$ cat config.mk
export PLATFORM = sky130hd
export DESIGN_NAME = modulo_bucket_hash_table_flat
export DESIGN_NICKNAME = d
export VERILOG_FILES = /design/src/hdl/mbht_pkg.sv /design/src/hdl/mbht_if.sv /design/src/hdl/mbht_ram.sv /design/src/hdl/mbht_mod_step.sv /design/src/hdl/modulo_bucket_hash_table.sv /design/src/flat_wrapper.sv
export SDC_FILE = /design/constraint.sdc
export NUM_CORES = 2
export LEC_CHECK = 0
export BUFFER_PORTS_ARGS = -buffer_cell sky130_fd_sc_hd__buf_2
export CORE_ASPECT_RATIO = 1.75
export CORE_UTILIZATION = 55
export DETAILED_ROUTE_END_ITERATION = 16
export GPL_TIMING_DRIVEN = 0
export PLACE_DENSITY = 0.7
export SETUP_SLACK_MARGIN = 0.4
export SLEW_MARGIN = 20
export SYNTH_ARGS = -nofsm -noshare
export SYNTH_HDL_FRONTEND = slang
export SYNTH_HIERARCHICAL = 1
export SYNTH_SLANG_ARGS = --single-unit
$ cat constraint.sdc
create_clock -name clk -period 14.1 [get_ports clk]
set_input_delay 0.705 -clock clk [delete_from_list [all_inputs] [get_ports clk]]
set_output_delay 0.705 -clock clk [all_outputs]
set_load 0.03 [all_outputs]
$ cat src/hdl/mbht_pkg.sv
package mbht_pkg;

  localparam int NUM_BUCKETS  = 16;
  localparam int BUCKET_SLOTS = 8;

  localparam int ITEM_W   = 31;
  localparam int REQ_W    = 2;
  localparam int STATUS_W = 2;
  localparam int CNT_W    = 5;
  localparam int BUCKET_W = $clog2(NUM_BUCKETS);
  localparam int SLOT_W   = $clog2(BUCKET_SLOTS);
  localparam int FILL_W   = $clog2(BUCKET_SLOTS + 1);
  localparam int ADDR_W   = BUCKET_W + SLOT_W;
  localparam int DEPTH    = NUM_BUCKETS * BUCKET_SLOTS;

  // The remainder is built four item bits per step over a zero-padded item.
  localparam int MOD_DIGIT_W = 4;
  localparam int MOD_STEPS   = (ITEM_W + MOD_DIGIT_W - 1) / MOD_DIGIT_W;
  localparam int MOD_W       = MOD_STEPS * MOD_DIGIT_W;
  localparam int MOD_CNT_W   = $clog2(MOD_STEPS);

  localparam logic [CNT_W-1:0] BUCKET_COUNT_RESET = CNT_W'(10);

  localparam logic [REQ_W-1:0] REQ_INSERT = 2'd0;
  localparam logic [REQ_W-1:0] REQ_REMOVE = 2'd1;
  localparam logic [REQ_W-1:0] REQ_CLEAR  = 2'd2;

  localparam logic [STATUS_W-1:0] ST_DONE      = 2'd0;
  localparam logic [STATUS_W-1:0] ST_NOT_FOUND = 2'd1;
  localparam logic [STATUS_W-1:0] ST_FULL      = 2'd2;

  typedef enum logic [2:0] {
    S_IDLE,
    S_MOD,
    S_LOOKUP,
    S_SCAN_RD,
    S_SCAN_CMP,
    S_SHIFT_RD,
    S_SHIFT_WR,
    S_DONE
  } state_t;

endpackage

$ cat src/hdl/mbht_if.sv
interface mbht_req_if import mbht_pkg::*; ();
  logic              valid;
  logic              ready;
  logic [REQ_W-1:0]  req_type;
  logic [ITEM_W-1:0] item_value;

  modport source (output valid, output req_type, output item_value, input ready);
  modport sink (input valid, input req_type, input item_value, output ready);
endinterface

interface mbht_res_if import mbht_pkg::*; ();
  logic                valid;
  logic                ready;
  logic [STATUS_W-1:0] status;
  logic [BUCKET_W-1:0] bucket_index;
  logic [SLOT_W-1:0]   slot_index;
  logic [FILL_W-1:0]   bucket_fill;

  modport source (
    output valid, output status, output bucket_index, output slot_index,
    output bucket_fill, input ready
  );
  modport sink (
    input valid, input status, input bucket_index, input slot_index,
    input bucket_fill, output ready
  );
endinterface

$ cat src/hdl/mbht_ram.sv
module mbht_ram #(
  parameter int WIDTH = 32,
  parameter int DEPTH = 128
) (
  input  logic                     clk,
  input  logic                     we,
  input  logic [$clog2(DEPTH)-1:0] waddr,
  input  logic [WIDTH-1:0]         wdata,
  input  logic [$clog2(DEPTH)-1:0] raddr,
  output logic [WIDTH-1:0]         rdata
);

  logic [WIDTH-1:0] mem [DEPTH];

  always_ff @(posedge clk) begin
    if (we) begin
      mem[waddr] <= wdata;
    end
    rdata <= mem[raddr];
  end

endmodule

$ cat src/hdl/mbht_mod_step.sv
module mbht_mod_step import mbht_pkg::*; (
  input  logic [CNT_W-1:0]       rem_in,
  input  logic [MOD_DIGIT_W-1:0] digit,
  input  logic [CNT_W-1:0]       divisor,
  output logic [CNT_W-1:0]       rem_out
);

  // Restoring remainder, one bit per inner step. The remainder stays below
  // the divisor, so shifting in a bit never overflows the register.
  always_comb begin
    logic [CNT_W-1:0] r;
    r = rem_in;
    for (int k = 0; k < MOD_DIGIT_W; k++) begin
      r = {r[CNT_W-2:0], digit[MOD_DIGIT_W-1-k]};
      if (r >= divisor) begin
        r = r - divisor;
      end
    end
    rem_out = r;
  end

endmodule

$ cat src/hdl/modulo_bucket_hash_table.sv
// Insert, and remove from an empty bucket, pass through 8 remainder steps, one table lookup and
// one result load after acceptance; clear and unused requests go straight to the result load.
// Remove from a non-empty bucket scans the items in it, then moves the later items down.
// Throughput: one transaction at a time; a request is taken the cycle after the previous
// result is loaded; a result still held stalls that load.
// Reset (synchronous): all buckets empty, bucket count 10, no result pending.
module modulo_bucket_hash_table import mbht_pkg::*; (
  input  logic             clk,
  input  logic             rst,
  input  logic             cfg_we,
  input  logic [CNT_W-1:0] cfg_wdata,
  mbht_req_if.sink         req,
  mbht_res_if.source       res
);

  state_t state, state_next;

  logic [CNT_W-1:0]     bucket_count;
  logic [CNT_W-1:0]     modulus;
  logic [REQ_W-1:0]     req_code;
  logic [ITEM_W-1:0]    item;
  logic [MOD_W-1:0]     digits;
  logic [MOD_CNT_W-1:0] mod_cnt;
  logic [CNT_W-1:0]     rem;
  logic [CNT_W-1:0]     rem_next;
  logic [BUCKET_W-1:0]  bucket;
  logic [SLOT_W-1:0]    idx;
  logic [FILL_W-1:0]    cur_fill;
  logic [FILL_W-1:0]    fills [NUM_BUCKETS];
  logic [FILL_W-1:0]    fill_rd;
  logic [FILL_W-1:0]    idx_ext;

  logic [STATUS_W-1:0]  res_status;
  logic [BUCKET_W-1:0]  res_bucket;
  logic [SLOT_W-1:0]    res_slot;
  logic [FILL_W-1:0]    res_fill;
  logic                 out_valid;
  logic                 out_load;

  logic                 ram_we;
  logic [ADDR_W-1:0]    ram_waddr;
  logic [ITEM_W-1:0]    ram_wdata;
  logic [ADDR_W-1:0]    ram_raddr;
  logic [ITEM_W-1:0]    ram_rdata;

  logic last_mod;
  logic bucket_full;
  logic scan_hit;
  logic scan_more;
  logic shift_more;

  // A count of zero hashes as one bucket, a count above the table size as all buckets.
  always_comb begin
    if (bucket_count == '0) begin
      modulus = CNT_W'(1);
    end else if (bucket_count > CNT_W'(NUM_BUCKETS)) begin
      modulus = CNT_W'(NUM_BUCKETS);
    end else begin
      modulus = bucket_count;
    end
  end

  mbht_mod_step u_mod_step (
    .rem_in  (rem),
    .digit   (digits[MOD_W-1 -: MOD_DIGIT_W]),
    .divisor (modulus),
    .rem_out (rem_next)
  );

  mbht_ram #(
    .WIDTH (ITEM_W),
    .DEPTH (DEPTH)
  ) u_slot_ram (
    .clk   (clk),
    .we    (ram_we),
    .waddr (ram_waddr),
    .wdata (ram_wdata),
    .raddr (ram_raddr),
    .rdata (ram_rdata)
  );

  assign bucket      = rem[BUCKET_W-1:0];
  assign fill_rd     = fills[bucket];
  assign idx_ext     = {{(FILL_W-SLOT_W){1'b0}}, idx};
  assign last_mod    = (mod_cnt == MOD_CNT_W'(MOD_STEPS - 1));
  assign bucket_full = (fill_rd >= FILL_W'(BUCKET_SLOTS));
  assign scan_hit    = (ram_rdata == item);
  assign scan_more   = ((idx_ext + FILL_W'(1)) < cur_fill);
  assign shift_more  = ((idx_ext + FILL_W'(2)) < cur_fill);
  assign out_load    = (state == S_DONE) && (!out_valid || res.ready);

  always_comb begin
    state_next = state;
    unique case (state)
      S_IDLE: begin
        if (req.valid) begin
          if (req.req_type == REQ_INSERT || req.req_type == REQ_REMOVE) begin
            state_next = S_MOD;
          end else begin
            state_next = S_DONE;
          end
        end
      end
      S_MOD: begin
        if (last_mod) begin
          state_next = S_LOOKUP;
        end
      end
      S_LOOKUP: begin
        if (req_code == REQ_INSERT || fill_rd == '0) begin
          state_next = S_DONE;
        end else begin
          state_next = S_SCAN_RD;
        end
      end
      S_SCAN_RD: state_next = S_SCAN_CMP;
      S_SCAN_CMP: begin
        if (scan_hit) begin
          state_next = scan_more ? S_SHIFT_RD : S_DONE;
        end else begin
          state_next = scan_more ? S_SCAN_RD : S_DONE;
        end
      end
      S_SHIFT_RD: state_next = S_SHIFT_WR;
      S_SHIFT_WR: state_next = shift_more ? S_SHIFT_RD : S_DONE;
      S_DONE: begin
        if (!out_valid || res.ready) begin
          state_next = S_IDLE;
        end
      end
      default: state_next = S_IDLE;
    endcase
  end

  always_comb begin
    req.ready = 1'b0;
    ram_we    = 1'b0;
    ram_waddr = {bucket, idx};
    ram_wdata = item;
    ram_raddr = {bucket, idx};
    unique case (state)
      S_IDLE: req.ready = 1'b1;
      S_LOOKUP: begin
        ram_we    = (req_code == REQ_INSERT) && !bucket_full;
        ram_waddr = {bucket, fill_rd[SLOT_W-1:0]};
      end
      S_SHIFT_RD: ram_raddr = {bucket, idx + SLOT_W'(1)};
      S_SHIFT_WR: begin
        ram_we    = 1'b1;
        ram_wdata = ram_rdata;
      end
      default: begin
      end
    endcase
  end

  always_ff @(posedge clk) begin
    if (rst) begin
      state        <= S_IDLE;
      bucket_count <= BUCKET_COUNT_RESET;
      out_valid    <= 1'b0;
      for (int b = 0; b < NUM_BUCKETS; b++) begin
        fills[b] <= '0;
      end
    end else begin
      state <= state_next;
      if (cfg_we) begin
        bucket_count <= cfg_wdata;
      end
      if (out_load) begin
        out_valid <= 1'b1;
      end else if (res.ready) begin
        out_valid <= 1'b0;
      end

      case (state)
        S_IDLE: begin
          if (req.valid) begin
            req_code   <= req.req_type;
            item       <= req.item_value;
            digits     <= MOD_W'(req.item_value);
            mod_cnt    <= '0;
            rem        <= '0;
            res_status <= ST_DONE;
            res_bucket <= '0;
            res_slot   <= '0;
            res_fill   <= '0;
            if (req.req_type == REQ_CLEAR) begin
              for (int b = 0; b < NUM_BUCKETS; b++) begin
                fills[b] <= '0;
              end
            end
          end
        end
        S_MOD: begin
          rem     <= rem_next;
          digits  <= digits << MOD_DIGIT_W;
          mod_cnt <= mod_cnt + 1'b1;
        end
        S_LOOKUP: begin
          res_bucket <= bucket;
          cur_fill   <= fill_rd;
          idx        <= '0;
          if (req_code == REQ_INSERT) begin
            if (bucket_full) begin
              res_status <= ST_FULL;
              res_fill   <= fill_rd;
            end else begin
              res_slot      <= fill_rd[SLOT_W-1:0];
              res_fill      <= fill_rd + FILL_W'(1);
              fills[bucket] <= fill_rd + FILL_W'(1);
            end
          end else begin
            res_fill <= fill_rd;
            if (fill_rd == '0) begin
              res_status <= ST_NOT_FOUND;
            end
          end
        end
        S_SCAN_CMP: begin
          if (scan_hit) begin
            res_slot <= idx;
            // A hit on the last item needs no move; the bucket just shrinks.
            if (!scan_more) begin
              fills[bucket] <= cur_fill - FILL_W'(1);
              res_fill      <= cur_fill - FILL_W'(1);
            end
          end else if (scan_more) begin
            idx <= idx + SLOT_W'(1);
          end else begin
            res_status <= ST_NOT_FOUND;
          end
        end
        S_SHIFT_WR: begin
          idx <= idx + SLOT_W'(1);
          if (!shift_more) begin
            fills[bucket] <= cur_fill - FILL_W'(1);
            res_fill      <= cur_fill - FILL_W'(1);
          end
        end
        default: begin
        end
      endcase

      if (out_load) begin
        res.status       <= res_status;
        res.bucket_index <= res_bucket;
        res.slot_index   <= res_slot;
        res.bucket_fill  <= res_fill;
      end
    end
  end

  assign res.valid = out_valid;

endmodule

$ cat src/flat_wrapper.sv
// flat-port wrapper written by rule: the top's interface ports become plain ports
module modulo_bucket_hash_table_flat import mbht_pkg::*;
  (clk, rst, cfg_we, cfg_wdata, req_valid, req_req_type, req_item_value, req_ready, res_valid, res_status, res_bucket_index, res_slot_index, res_bucket_fill, res_ready);
  mbht_req_if req_i ();
  mbht_res_if res_i ();
  input  logic clk;
  input  logic rst;
  input  logic cfg_we;
  input  logic [CNT_W-1:0] cfg_wdata;
  input wire logic [$bits(req_i.valid)-1:0] req_valid;
  input wire logic [$bits(req_i.req_type)-1:0] req_req_type;
  input wire logic [$bits(req_i.item_value)-1:0] req_item_value;
  output wire logic [$bits(req_i.ready)-1:0] req_ready;
  output wire logic [$bits(res_i.valid)-1:0] res_valid;
  output wire logic [$bits(res_i.status)-1:0] res_status;
  output wire logic [$bits(res_i.bucket_index)-1:0] res_bucket_index;
  output wire logic [$bits(res_i.slot_index)-1:0] res_slot_index;
  output wire logic [$bits(res_i.bucket_fill)-1:0] res_bucket_fill;
  input wire logic [$bits(res_i.ready)-1:0] res_ready;
  assign req_i.valid = req_valid;
  assign req_i.req_type = req_req_type;
  assign req_i.item_value = req_item_value;
  assign req_ready = req_i.ready;
  assign res_valid = res_i.valid;
  assign res_status = res_i.status;
  assign res_bucket_index = res_i.bucket_index;
  assign res_slot_index = res_i.slot_index;
  assign res_bucket_fill = res_i.bucket_fill;
  assign res_i.ready = res_ready;
  modulo_bucket_hash_table u_core (.clk(clk), .rst(rst), .cfg_we(cfg_we), .cfg_wdata(cfg_wdata), .req(req_i), .res(res_i));
endmodule
==> results.sh <==
export IMPL_die_area_sq_um=296000
export IMPL_grt_pass1_vias=78800
export IMPL_num_nets_final=7450
export IMPL_grt_max_degree=78
export IMPL_overflow=0
export IMPL_htree_levels=5
export IMPL_fmax_ghz=0.151
export IMPL_start_util_pct=55.4
export IMPL_power_density_nw_per_um2=184
export IMPL_worstPathArrival_ns=7.26
export IMPL_path_cells="nor2b_1, inv_1, ha_1, nand2_1, o21ai_0, a31o_2, mux2i_1, inv_1, ha_1, a21o_1, a31oi_1, o21ai_2, mux2i_1, ha_1, a211oi_1, o31ai_2, nor2_1, a21oi_1, ha_1, a21o_1, a21oi_1, o21ai_1, mux2_2, and2_1"
export IMPL_r2r_start="u_core/bucket_count[4]$_SDFFE_PP0P_"
export IMPL_synth_fp_nets=6760
export IMPL_power_leakage_nw=57.4
export IMPL_r2r_end="u_core/rem[3]$_DFFE_PP_"
export IMPL_post_route_min_period_ns=6.61
export IMPL_syn_inst=6680
export IMPL_drt_iter0_drc=10800
export IMPL_drive_gt1_share_pct=33.8
export IMPL_die_h_um=719
export IMPL_vias=78100
export IMPL_status="finished, final reports clean"
export IMPL_highest_layer="met5"
export IMPL_drt_met1_wl_um=140000
export IMPL_crit_path_end_kind="flip-flop"
export IMPL_maxSlewHeadroom_pct=14.2
export IMPL_first_pass_iters=5
export IMPL_drt_vias_per_instance=6.73
export IMPL_fin_crit_sh_pct=46.9
export IMPL_grt_pass1_wl_um=624000
export IMPL_drv_cap=0
export IMPL_cts_tree="done"
export IMPL_finalSetupViolCount=0
export IMPL_fin_skew_ns=0.0535
export IMPL_cts_root_buffer="clkbuf_16"
export IMPL_cts_made_buffers=351
export IMPL_yosysWarnings=6
export IMPL_antenna_left=0
export IMPL_die_x_um=411
export IMPL_power_mw=34.2
export IMPL_holdCritStartpoint="req_item_value[9]"
export IMPL_avgSynthCellArea_sq_um=24.2
export IMPL_port_buffers=55
export IMPL_cts_sinks=4181
export IMPL_cpMostUsedCell="ha_1"
export IMPL_synth_area_sq_um=161000
export IMPL_ios=58
export IMPL_hold_ws_ns=0.0565
export IMPL_wl_met2_um=231000
export IMPL_wl_met3_um=35400
export IMPL_regToRegSetupSlack_ns=7.49
export IMPL_worstPathRequired_ns=14.75
export IMPL_r2r_cells=24
export IMPL_cts_path_max_buffers=4
export IMPL_hold_end="u_core/item[9]$_DFFE_PP_"
export IMPL_whs_path_depth=1
export IMPL_dp_slack_ns=7.31
export IMPL_rsz0062_at_grt="no"
export IMPL_start_kind="flip-flop"
export IMPL_wl_um=457000
export IMPL_cts_resized=0
export IMPL_cts_setup_buffers=0
export IMPL_ir_drop_v=0.000150
export IMPL_hold_path_class="input port to flip-flop"
export IMPL_drc=0
export IMPL_critPathSlowestCell="o31ai_2"
export IMPL_core_area_sq_um=291000
export IMPL_cpPeakStageDelay_ns=0.55
export IMPL_tightest_slew_ns=1.28
export IMPL_dp_hpwl_um=310000
export IMPL_grt_usage_pct=31.1
export IMPL_setup_slack_ns=7.49
export IMPL_rows=262
export IMPL_finalHoldViolCount=0
export IMPL_cts_clk_slew_worst_paths_ns=0.07
export IMPL_area_delta_synth_final_pct=15.0
export IMPL_clk_latency_ns=0.92
export IMPL_slew_viol_final=0
export IMPL_tns_ns=0
export IMPL_path_max_fanout=7
export IMPL_antenna_found_initial=72
export IMPL_place_gp_congestion=0.958
export IMPL_wl_per_cell_um=39.4
export IMPL_criticalPathCategory="flip-flop to flip-flop"
-- layer usage --
metal	vias to the layer above	global-route usage [%]
met1	41700	34.9
met2	4921	51.1
met5	-	0
li1	30200	-
met3	1223	4.78
met4	18	28.4
-- area by class of cell --
class,instances,area [sq um]
Sequential cell,4181,125000
Fill cell,18300,106000
Multi-Input combinational cell,2101,35800
Clock buffer,420,9320
Timing Repair Buffer,337,6260
Tap cell,3828,4790
Clock inverter,199,2290
Buffer,364,1590
Antenna cell,140,350
Inverter,34,128
-- worst max-delay path: cells and delay by family (launching register included) --
kind                     cells  cell delay (ns)
adder cells (fa/ha/maj)      4             1.23
buffers and inverters        2             0.40
multiplexers                 3             1.14
flip-flops                   1             0.36
AND/OR/NAND/NOR              4             0.67
AO/OA/AOI/OAI               11             2.58
-- report_power, final --
part	switching [mW]	total [mW]	internal, mW	leakage [nW]
sequential	0.124	14.6	14.4	37.7
clock	4.43	10.0	5.62	5.66
combinational	6.08	9.55	3.48	14.0
total	10.6	34.2	23.5	57.4
-- registers in the layout (all words and copies together) (netlist names), 5 cells and up, named ones only --
signal                   flops
u_core/u_slot_ram/mem     3968
u_core/item                 31
u_core/fills                64
u_core/u_slot_ram/rdata     31
u_core/digits               32
u_core/bucket_count          5
-- worst max-delay path by stage --
stage	end	slack (ns)	cells after the start	start
after floorplan	u_core/rem[1]$_DFFE_PP_	8.55	22	u_core/bucket_count[1]$_SDFFE_PP1P_
after global placement	u_core/u_slot_ram/mem[100][15]$_DFFE_PP_	4.23	9	flip-flop
after detailed placement	u_core/rem[1]$_DFFE_PP_	7.31	24	u_core/bucket_count[4]$_SDFFE_PP0P_
after CTS	u_core/rem[1]$_DFFE_PP_	7.28	24	u_core/bucket_count[1]$_SDFFE_PP1P_
after global routing	u_core/rem[2]$_DFFE_PP_	6.94	24	u_core/bucket_count[1]$_SDFFE_PP1P_
final	u_core/rem[3]$_DFFE_PP_	7.49	24	u_core/bucket_count[4]$_SDFFE_PP0P_
-- cells in the final DEF (no fill, tap or decap), types with 27 or more instances in the layout --
| master | n |
|---|---|
| ha_1 | 33 |
| clkinv_1 | 49 |
| nor4_1 | 29 |
| buf_4 | 38 |
| clkbuf_16 | 363 |
| clkinv_2 | 63 |
| clkbuf_1 | 224 |
| nand2_1 | 196 |
| mux4_2 | 1318 |
| dfxtp_1 | 44 |
| nor2_1 | 27 |
| bufinv_16 | 49 |
| diode_2 | 140 |
| nand2_4 | 31 |
| xnor2_1 | 31 |
| clkbuf_2 | 51 |
| buf_1 | 33 |
| nor4_2 | 40 |
| nor2_4 | 119 |
| mux2_2 | 38 |
| buf_12 | 68 |
| buf_16 | 145 |
| buf_2 | 160 |
| edfxtp_1 | 4137 |
| inv_1 | 33 |
-- metrics by stage --
step	instances	utilization (%)	area (sq um)
after global routing	11600	63.7	186000
after detailed placement	10800	59.5	173000
after CTS	11500	63.6	185000
final	11600	63.7	186000
after floorplan	6680	-	161000
after global placement	10600	57.1	166000
-- what timing repair did --
action                                  4_1_cts  5_1_grt
hold buffers                                 20        0
hold endpoints to repair                     20        0
endpoints found under the setup margin        0        0
No activity file was read; power rests on OpenSTA's default activity.
